[src/rtl/core/rgbds_pkg.sv]
package rgbds_pkg;

  localparam int unsigned PixW     = 16;
  localparam int unsigned PhaseW   = 3;
  localparam int unsigned CfgAddrW = 3;
  localparam int unsigned CfgDataW = 32;

  localparam logic [PhaseW-1:0] PhaseA    = 3'd0;
  localparam logic [PhaseW-1:0] PhaseB    = 3'd1;
  localparam logic [PhaseW-1:0] PhaseC    = 3'd2;
  localparam logic [PhaseW-1:0] PhaseD    = 3'd3;
  localparam logic [PhaseW-1:0] PhaseE    = 3'd4;
  localparam logic [PhaseW-1:0] PhaseF    = 3'd5;

  localparam logic RegSmoothMode = 1'b0;

  typedef struct packed {
    logic [PixW-1:0]   px;
    logic [PixW-1:0]   held;
    logic [PhaseW-1:0] phase;
    logic              smooth;
  } stage_t;

  // truncating divide by five via reciprocal, exact for 0..315
  function automatic logic [5:0] div5(input logic [8:0] x);
    logic [16:0] prod;
    prod = 17'(x) * 17'd205;
    return prod[15:10];
  endfunction

endpackage

[src/rtl/core/rgbds_cfg.sv]
module rgbds_cfg (
  input  logic                              clk_i,
  input  logic                              rst_ni,
  input  logic                              psel,
  input  logic                              penable,
  input  logic                              pwrite,
  input  logic [rgbds_pkg::CfgAddrW-1:0]    paddr,
  input  logic [rgbds_pkg::CfgDataW-1:0]    pwdata,
  output logic [rgbds_pkg::CfgDataW-1:0]    prdata,
  output logic                              pready,
  output logic                              smooth_mode_o
);

  logic smooth_q, smooth_d;
  logic wr_en;
  logic reg_idx;

  assign pready  = 1'b1;
  assign reg_idx = paddr[2];
  assign wr_en   = psel && penable && pwrite && (reg_idx == rgbds_pkg::RegSmoothMode);

  always_comb begin
    smooth_d = smooth_q;
    if (wr_en) begin
      smooth_d = pwdata[0];
    end
  end

  always_ff @(posedge clk_i or negedge rst_ni) begin
    if (!rst_ni) begin
      smooth_q <= 1'b1;
    end else begin
      smooth_q <= smooth_d;
    end
  end

  always_comb begin
    prdata = '0;
    if (reg_idx == rgbds_pkg::RegSmoothMode) begin
      prdata = {{(rgbds_pkg::CfgDataW-1){1'b0}}, smooth_q};
    end
  end

  assign smooth_mode_o = smooth_q;

endmodule

[src/rtl/core/rgbds_blend.sv]
module rgbds_blend (
  input  rgbds_pkg::stage_t              stage_i,
  output logic [rgbds_pkg::PixW-1:0]     pixel_o,
  output logic                           emit_o
);

  logic [4:0] hr, hb, pr, pb;
  logic [5:0] hg, pg;
  logic [2:0] wp, wq;
  logic [8:0] sum_r, sum_g, sum_b;
  logic [4:0] mix_r, mix_b;
  logic [5:0] mix_g;
  logic [5:0] avg_r, avg_b;
  logic [6:0] avg_g;
  logic [rgbds_pkg::PixW-1:0] mix5, avg2;

  assign hr = stage_i.held[15:11];
  assign hg = stage_i.held[10:5];
  assign hb = stage_i.held[4:0];
  assign pr = stage_i.px[15:11];
  assign pg = stage_i.px[10:5];
  assign pb = stage_i.px[4:0];

  always_comb begin
    case (stage_i.phase)
      rgbds_pkg::PhaseC: begin wp = 3'd4; wq = 3'd1; end
      rgbds_pkg::PhaseD: begin wp = 3'd3; wq = 3'd2; end
      rgbds_pkg::PhaseE: begin wp = 3'd2; wq = 3'd3; end
      default:           begin wp = 3'd1; wq = 3'd4; end
    endcase
  end

  assign sum_r = 9'(hr) * 9'(wp) + 9'(pr) * 9'(wq);
  assign sum_g = 9'(hg) * 9'(wp) + 9'(pg) * 9'(wq);
  assign sum_b = 9'(hb) * 9'(wp) + 9'(pb) * 9'(wq);

  assign mix_r = 5'(rgbds_pkg::div5(sum_r));
  assign mix_g = rgbds_pkg::div5(sum_g);
  assign mix_b = 5'(rgbds_pkg::div5(sum_b));
  assign mix5  = {mix_r, mix_g, mix_b};

  assign avg_r = 6'(hr) + 6'(pr);
  assign avg_g = 7'(hg) + 7'(pg);
  assign avg_b = 6'(hb) + 6'(pb);
  assign avg2  = {avg_r[5:1], avg_g[6:1], avg_b[5:1]};

  always_comb begin
    pixel_o = stage_i.px;
    emit_o  = 1'b1;
    if (stage_i.smooth) begin
      case (stage_i.phase)
        rgbds_pkg::PhaseA: pixel_o = stage_i.px;
        rgbds_pkg::PhaseB: emit_o  = 1'b0;
        default:           pixel_o = mix5;
      endcase
    end else begin
      case (stage_i.phase)
        rgbds_pkg::PhaseE: emit_o  = 1'b0;
        rgbds_pkg::PhaseF: pixel_o = avg2;
        default:           pixel_o = stage_i.px;
      endcase
    end
  end

endmodule

[src/rtl/core/rgb565_six_to_five_downscaler.sv]
// rgb565 horizontal six-to-five downscaler
//
// s_axis carries source pixels (tdata = rgb565), m_axis carries the
// downscaled pixels; every group of six input beats yields five output beats.
// smooth_mode (apb, address 0, bit 0) picks weighted fifth blending (1) or
// copy plus last-pair average (0); write it only while the stream is idle.
//
// one beat per clock is accepted in steady state while m_axis_tready stays
// high. a pixel is registered at the input stage, blended by a small
// combinational stage (shift-add and a reciprocal multiply per channel) and
// lands in the output register. the beat that produces no pixel is dropped
// between the two stages.
//
// reset clears the phase counter and held pixel and sets smooth mode.
// when m_axis_tready is low the output register holds; the input stage
// still takes a beat if it is empty, then s_axis_tready falls until the output drains.
module rgb565_six_to_five_downscaler (
  input  logic                           clk_i,
  input  logic                           rst_ni,
  input  logic                           s_axis_tvalid,
  output logic                           s_axis_tready,
  input  logic [rgbds_pkg::PixW-1:0]     s_axis_tdata,  // in_pixel
  output logic                           m_axis_tvalid,
  input  logic                           m_axis_tready,
  output logic [rgbds_pkg::PixW-1:0]     m_axis_tdata,  // out_pixel
  input  logic                           psel,
  input  logic                           penable,
  input  logic                           pwrite,
  input  logic [rgbds_pkg::CfgAddrW-1:0] paddr,
  input  logic [rgbds_pkg::CfgDataW-1:0] pwdata,
  output logic [rgbds_pkg::CfgDataW-1:0] prdata,
  output logic                           pready
);

  logic                          smooth_mode;
  logic [rgbds_pkg::PhaseW-1:0]  phase_q, phase_d, phase_n;
  logic [rgbds_pkg::PixW-1:0]    held_q, held_d;
  rgbds_pkg::stage_t             s1_q, s1_d;
  logic                          s1_v_q, s1_v_d;
  logic [rgbds_pkg::PixW-1:0]    s2_q, s2_d;
  logic                          s2_v_q, s2_v_d;
  logic [rgbds_pkg::PixW-1:0]    blend_px;
  logic                          blend_emit;
  logic                          s_acc, s2_ready;

  rgbds_cfg u_cfg (
    .clk_i         (clk_i),
    .rst_ni        (rst_ni),
    .psel          (psel),
    .penable       (penable),
    .pwrite        (pwrite),
    .paddr         (paddr),
    .pwdata        (pwdata),
    .prdata        (prdata),
    .pready        (pready),
    .smooth_mode_o (smooth_mode)
  );

  rgbds_blend u_blend (
    .stage_i (s1_q),
    .pixel_o (blend_px),
    .emit_o  (blend_emit)
  );

  assign s2_ready      = !s2_v_q || m_axis_tready;
  assign s_axis_tready = !s1_v_q || s2_ready;
  assign s_acc         = s_axis_tvalid && s_axis_tready;

  assign phase_n = (phase_q > rgbds_pkg::PhaseF) ? rgbds_pkg::PhaseA : phase_q;

  always_comb begin
    phase_d = phase_q;
    held_d  = held_q;
    s1_d    = s1_q;
    s1_v_d  = s1_v_q;
    s2_d    = s2_q;
    s2_v_d  = s2_v_q;
    if (s_axis_tready) begin
      s1_v_d = s_acc;
    end
    if (s_acc) begin
      phase_d = (phase_n == rgbds_pkg::PhaseF) ? rgbds_pkg::PhaseA : phase_n + 3'd1;
      held_d  = s_axis_tdata;
      s1_d.px     = s_axis_tdata;
      s1_d.held   = held_q;
      s1_d.phase  = phase_n;
      s1_d.smooth = smooth_mode;
    end
    if (s2_ready) begin
      s2_v_d = s1_v_q && blend_emit;
      s2_d   = blend_px;
    end
  end

  always_ff @(posedge clk_i or negedge rst_ni) begin
    if (!rst_ni) begin
      phase_q <= rgbds_pkg::PhaseA;
      held_q  <= '0;
      s1_v_q  <= 1'b0;
      s2_v_q  <= 1'b0;
    end else begin
      phase_q <= phase_d;
      held_q  <= held_d;
      s1_v_q  <= s1_v_d;
      s2_v_q  <= s2_v_d;
    end
  end

  always_ff @(posedge clk_i) begin
    s1_q <= s1_d;
    s2_q <= s2_d;
  end

  assign m_axis_tvalid = s2_v_q;
  assign m_axis_tdata  = s2_q;

  a_phase_range: assert property (@(posedge clk_i) disable iff (!rst_ni)
    phase_q <= rgbds_pkg::PhaseF)
    else $error("phase counter out of range");

  a_phase_wrap: assert property (@(posedge clk_i) disable iff (!rst_ni)
    s_acc && (phase_q == rgbds_pkg::PhaseF) |=> phase_q == rgbds_pkg::PhaseA)
    else $error("phase did not wrap after sixth beat");

  a_stall_cause: assert property (@(posedge clk_i) disable iff (!rst_ni)
    !s_axis_tready |-> s1_v_q && s2_v_q && !m_axis_tready)
    else $error("input stalled without a full pipeline");

  a_held_update: assert property (@(posedge clk_i) disable iff (!rst_ni)
    s_acc |=> held_q == $past(s_axis_tdata))
    else $error("held pixel not updated on input beat");

endmodule

[config.mk]
export PLATFORM = sky130hd
export DESIGN_NAME = rgb565_six_to_five_downscaler
export DESIGN_NICKNAME = d
export VERILOG_FILES = /design/src/rtl/core/rgbds_pkg.sv /design/src/rtl/core/rgbds_cfg.sv /design/src/rtl/core/rgbds_blend.sv /design/src/rtl/core/rgb565_six_to_five_downscaler.sv
export SDC_FILE = /design/constraint.sdc
export NUM_CORES = 1
export LEC_CHECK = 0
export BUFFER_PORTS_ARGS = -buffer_cell sky130_fd_sc_hd__buf_2
export CAP_MARGIN = 40
export CORE_MARGIN = 10
export CORE_UTILIZATION = 26
export DETAILED_ROUTE_END_ITERATION = 10
export PLACE_DENSITY = 0.54
export SLEW_MARGIN = 0
export SYNTH_ARGS = -nofsm -noshare
export SYNTH_HDL_FRONTEND = slang
export SYNTH_HIERARCHICAL = 1
export SYNTH_SLANG_ARGS = --single-unit
export TNS_END_PERCENT = 20
[constraint.sdc]
create_clock -name clk_i -period 7.4 [get_ports clk_i]
set_input_delay 1.48 -clock clk_i [delete_from_list [all_inputs] [get_ports clk_i]]
set_output_delay 1.48 -clock clk_i [all_outputs]
set_load 0.005 [all_outputs]
# After elaboration in Yosys (flattened, before gate mapping)
# Cells that the tools add are included.
[classes]
n_addsub = 7
reduce_logical = 11
mul = 9
n_eq_ne = 6
order_cmp = 1
muxes = 11
bitwise_logic = 1
[op_table]
columns = ["op", "count"]
rows = [
  ["16-bit 2-to-1 mux", 3],
  ["5-bit by 3-bit multiplier with 8-bit output", 4],
  ["9-bit by 8-bit multiplier with 15-bit output, second input constant", 2],
  ["8-bit by 8-bit adder with 9-bit output", 2],
  ["6-bit by 3-bit multiplier with 9-bit output", 2],
  ["3-bit one-hot mux with 3 select lines", 2],
  ["9-bit by 8-bit multiplier with 16-bit output, second input constant", 1],
  ["5-bit by 5-bit adder with 6-bit output", 2],
  ["9-bit adder", 1],
  ["3-bit equality test, second input constant", 3],
  ["6-bit by 6-bit adder with 7-bit output", 1],
  ["3-bit by 2-bit equality test with 1-bit output, second input constant", 2],
  ["3-bit 2-to-1 mux", 2],
  ["1-bit logical AND", 5],
  ["1-bit 2-to-1 mux", 4],
  ["3-bit by 1-bit adder with 3-bit output, second input constant", 1],
  ["3-bit by 1-bit equality test with 1-bit output, second input constant", 1],
  ["3-bit > comparator, second input constant", 1],
  ["3-bit zero test", 1],
  ["1-bit zero test", 2],
  ["1-bit logical OR", 2],
  ["2-bit OR reduction", 1],
  ["1-bit NOT", 1],
]
[totals]
word_cells = 56
reg_bits = 74
out_inout_bits = 51
in_bits = 58

# Depth between registers and ports, before layout
[depth]
word_depth = 7
depth_mapped = 33
ltp_nobuf = 31

# Hierarchy
# Netlist, hierarchy kept.
[modules_own_cells]
columns = ["module", "area_each_um2", "cells_per_inst", "seq_area_each_um2", "instances"]
rows = [
  ["rgbds_blend", 7069.3, 834, 0.0, 1],
  ["rgb565_six_to_five_downscaler", 2467.4, 107, 2087.0, 1],
  ["rgbds_cfg", 302.8, 38, 26.3, 1],
]

# Least setup slack after synthesis
# OpenSTA, ideal clock, no wires.
[synth_path]
kind = "register -> register"
from = "reg s1_q[3] in the netlist's numbering"
to = "reg s2_q (netlist bit m_axis_tdata[9]) (data pin)"
path_slack_ns = -0.289
path_buffers = 2
path_stages_with_launch = 31
setup_time_ns = 0.180
required_time_ns = 7.220
synth_period_minus_slack_ns = 7.689
arrival_time_ns = 7.509
path_cell_list = "edfxtp_1 buf_2 xnor2_1 nor2_1 clkbuf_1 and2_1 fa_1 fa_1 inv_1 fa_1 inv_1 ha_1 nor2b_1 o31a_1 a21oi_1 ha_1 inv_1 fa_1 inv_1 fa_1 inv_1 fa_1 inv_1 ha_1 a21oi_1 o21ai_0 o21ba_2 o21ai_0 o211ai_1 mux2_2 a221oi_1"
[synth_via]
elab_chain_len = 7
word_cells_on_any_way = 16
cone_classes = "add/sub: 1; mul: 3; eq/ne: 5; mux: 5; reduce/logical: 2"
[synth_lines]
columns = ["element", "line_no", "source"]
rows = [
  ["start, declared", "rgb565_six_to_five_downscaler.sv:38", "rgbds_pkg::stage_t s1_q, s1_d;"],
  ["start signal, assigned", "rgb565_six_to_five_downscaler.sv:110", "s1_q <= s1_d;"],
  ["3-bit equality test / 3-bit by 2-bit equality test with 1-bit output (equally long branches)", "rgbds_blend.sv:25", "case (stage_i.phase)"],
  ["3-bit one-hot mux with 3 select lines", "rgbds_blend.sv:25", ""],
  ["6-bit by 3-bit multiplier with 9-bit output", "rgbds_blend.sv:34", "assign sum_g = 9'(hg) * 9'(wp) + 9'(pg) * 9'(wq);"],
  ["9-bit adder", "rgbds_blend.sv:34", ""],
  ["9-bit by 8-bit multiplier with 16-bit output", "rgbds_pkg.sv:27", "prod = 17'(x) * 17'd205;"],
  ["16-bit 2-to-1 mux", "rgbds_blend.sv:51", "case (stage_i.phase)"],
  ["16-bit 2-to-1 mux *", "rgbds_blend.sv:50", "if (stage_i.smooth) begin"],
  ["net blend_px, one bit", "rgb565_six_to_five_downscaler.sv:42", "logic [rgbds_pkg::PixW-1:0] blend_px;"],
  ["end signal, assigned", "rgb565_six_to_five_downscaler.sv:111", "s2_q <= s2_d;"],
  ["end, declared", "rgb565_six_to_five_downscaler.sv:40", "logic [rgbds_pkg::PixW-1:0] s2_q, s2_d;"],
]
# Mark *: on every way through the listed nets, which the timed path passes. The rest lies on a longest branch.
# A chain may end at the register's enable or synchronous reset.

# Worst setup path after layout
# Ends and elaborated chain as after synthesis.

==> impl_metrics.yaml <==
status:
  outcome: "finished, violations left"
  violations: "negative setup slack"
yosys:
  synth.avg_cell_area_sq_um: 10.1
  synth.cell_area_sq_um: 9840
  synth.area.top_cells: "ha_1, fa_1, edfxtp_1"
  synth_commonest_cells: "inv_1, ha_1, fa_1, and2_1, edfxtp_1"
  synth-main-ff-cell: "edfxtp_1"
  seq_area_frac_synth_pct: 21.5
  yosys.area.top_type: "ha_1"
  ys_seq_elements: 74
  yosysTopAreaCellShare_pct: 21.4
  post-synth-top-count-cell: "inv_1"
  synth-edff-count: 52
  synth_warnings: 6
  synth.distinct_cells: 62
  netlist_instances: 979
  async_flop_share_pct: 29.7
timing:
  worst_slew_pin_slew_ns: 0.828
  timing.final.crit_share_pct: 100
  hold_violations: 0
  rsz0062_at_grt: "true"
  layout_setup_ws_ns: -0.0182
  period_minus_slack_ns: 7.42
  skew_ns: 0.00684
  report.final.slew_viol_count: 0
  slew_headroom_pct: 44.8
  setup_viol: 1
  whs_ns: 0.450
  fmax_mhz: 135
layout:
  layout.nets: 1467
  fin_util_pct: 33.5
  antennaDiodeCount: 0
  drive_gt1_share_pct: 28.5
  area_growth_pct: 27.6
routing:
  drtIter0Drc: 211
  wire_per_inst_um: 13.6
  wl_mm: 22.5
  drc: 0
  detail_route.first_pass.iterations: 4
  vias: 7043
  ant_nets: 0
  vias_per_cell: 4.24
floorplan:
  coreArea_sq_um: 37500
  fp.dieW_um: 215
  std_cell_rows: 71
  die_y_um: 215
  start_util_pct: 26.2
  fp.dieArea_sq_um: 46000
  pin_count: 109
clocking:
  clock-root-buffer: "clkbuf_16"
  cts_buffers: 9
  cts_htree_levels: 3
  cts_num_sinks: 74
  ctsHoldBuffers: 0
  cts_tree: "yes"
  clockBufferDepth: 2
  clkLatencyLatePin_ns: 0.35
  path_clk_slew_ns: 0.07
worst_setup_path:
  crit_type: "reg2reg"
  critical_path.top_delay_family: "adder cells"
  endpoint_kind: "register"
  critPathBufInv: 11
  critPathLaunchType: "register"
  cp_slowest_cell: "fa_1"
  critPathMaxStageDelay_ns: 0.54
  r2r_cells: 34
  arrival_ns: 7.60
  regToRegSetupSlack_ns: -0.02
  r2r-start: "s1_q[3]"
  critPathMaxFanout: 5
  cp.required_ns: 7.58
  r2r_end: "m_axis_tdata[9]"
min_path:
  hold_path_depth: 0
  hold_end: "s1_q[17]"
  hold_path.class: "reg2reg"
  min_from: "held_q[13]"
global_route:
  globalRoute.totalOverflow: 0
  grt_busiest_layer: "met2"
  gr-usage-met1_pct: 12.2
  grt_antenna_before_repair: 3
  grt_pass1_vias: 7478
  grt_pass1_wl_mm: 37.1
  use_met2_pct: 17.2
  grt_max_degree: 56
  gr-usage-met3_pct: 1.62
  grt_use_total_pct: 9.78
placement:
  pre_cts_ws_ns: -0.490
  port_buffers: 43
  dpl.hpwl_mm: 18.2
  gp_congestion: 0.840
run:
  drv_cap: 0
-- flip-flops by register name (all words and copies together), names as in the netlist --
register and flops:
u_cfg/smooth_mode_o 1, phase_q 3, held_q 16, m_axis_tvalid 1, s1_v_q 1, s1_q 36
m_axis_tdata 16
-- metrics by stage --
step                TNS [ns]  area [sq um]  cells
floorplan                  0         10000   1009
global placement       -4.17         11200   1594
detailed placement     -5.12         11200   1595
CTS                 -0.00963         12200   1645
global route           -3.02         12600   1661
finish               -0.0182         12600   1661
-- cell families after synthesis --
| kind of cell | share of synthesized area (%) |
|---|---|
| AOI/OAI and AO/OA | 9.44 |
| muxes | 2.67 |
| adders and majority gates | 40.9 |
| DFF | 21.5 |
| other | 0.0763 |
| and+or+nand+nor | 10.3 |
| xor gates and xnor gates | 4.59 |
| buffers and inverters | 10.6 |
-- placed cells by master, fill, tap and decap left out, drive strengths merged, types with 3 or more instances in the layout --
cell / Yosys / final
buf: 36 / 178
o211ai: 3 / 3
a21o: 16 / 16
mux2: 18 / 18
nand2: 43 / 43
nor2: 29 / 29
edfxtp: 52 / 52
fa: 96 / 96
ha: 168 / 168
conb: 2 / 32
o22ai: 7 / 7
a31o: 4 / 4
dfrtp: 21 / 21
a211oi: 4 / 4
inv: 188 / 192
o21ai: 31 / 31
nor3: 12 / 12
a21oi: 42 / 42
o221ai: 4 / 4
xnor2: 29 / 29
xor2: 20 / 20
and2: 63 / 63
nand3: 6 / 6
o21a: 8 / 8
o21bai: 3 / 3
nor2b: 19 / 19
nand2b: 6 / 6
clkbuf: 17 / 9
-- worst max-delay path by stage --
stage,start,endpoint,slack (ns),cells past startpoint
final,s1_q[3],m_axis_tdata[9],-0.02,34
after CTS,s1_q[3],m_axis_tdata[14],-0.01,31
after global routing,s1_q[3],m_axis_tdata[9],-0.35,30
after detailed placement,s1_q[3],m_axis_tdata[14],-0.49,33
after floorplan,s1_q[1],m_axis_tdata[9],0.01,30
after global placement,s1_q[3],m_axis_tdata[14],-0.46,33
-- layer usage --
layer	share of wire [%]	wire, um
met1	45	10200
met2	50	11300
met3	3.0	678
met4	1.2	277
met5	0.058	13
-- timing repair --
| action | in CTS | in global routing |
|---|---|---|
| pin swaps | 82 | 83 |
| gates cloned | 1 | 0 |
| setup buffers | 33 | 16 |
| resized for setup | 78 | 66 |
| endpoints found under the setup margin | 16 | 16 |
-- final cells by class --
cell class                 instances  area (sq um)
fill                            3890         24900
multi-input combinational        694          7410
sequential                        74          2110
timing repair buffer             178          1380
inverter                         188           706
tap                              511           639
clock buffer                       9           225
clock inverter                     7          82.6
Power is left out: the tool's default activity adds up to more than one toggle a clock period on the data nets, which glitch-free logic cannot reach.
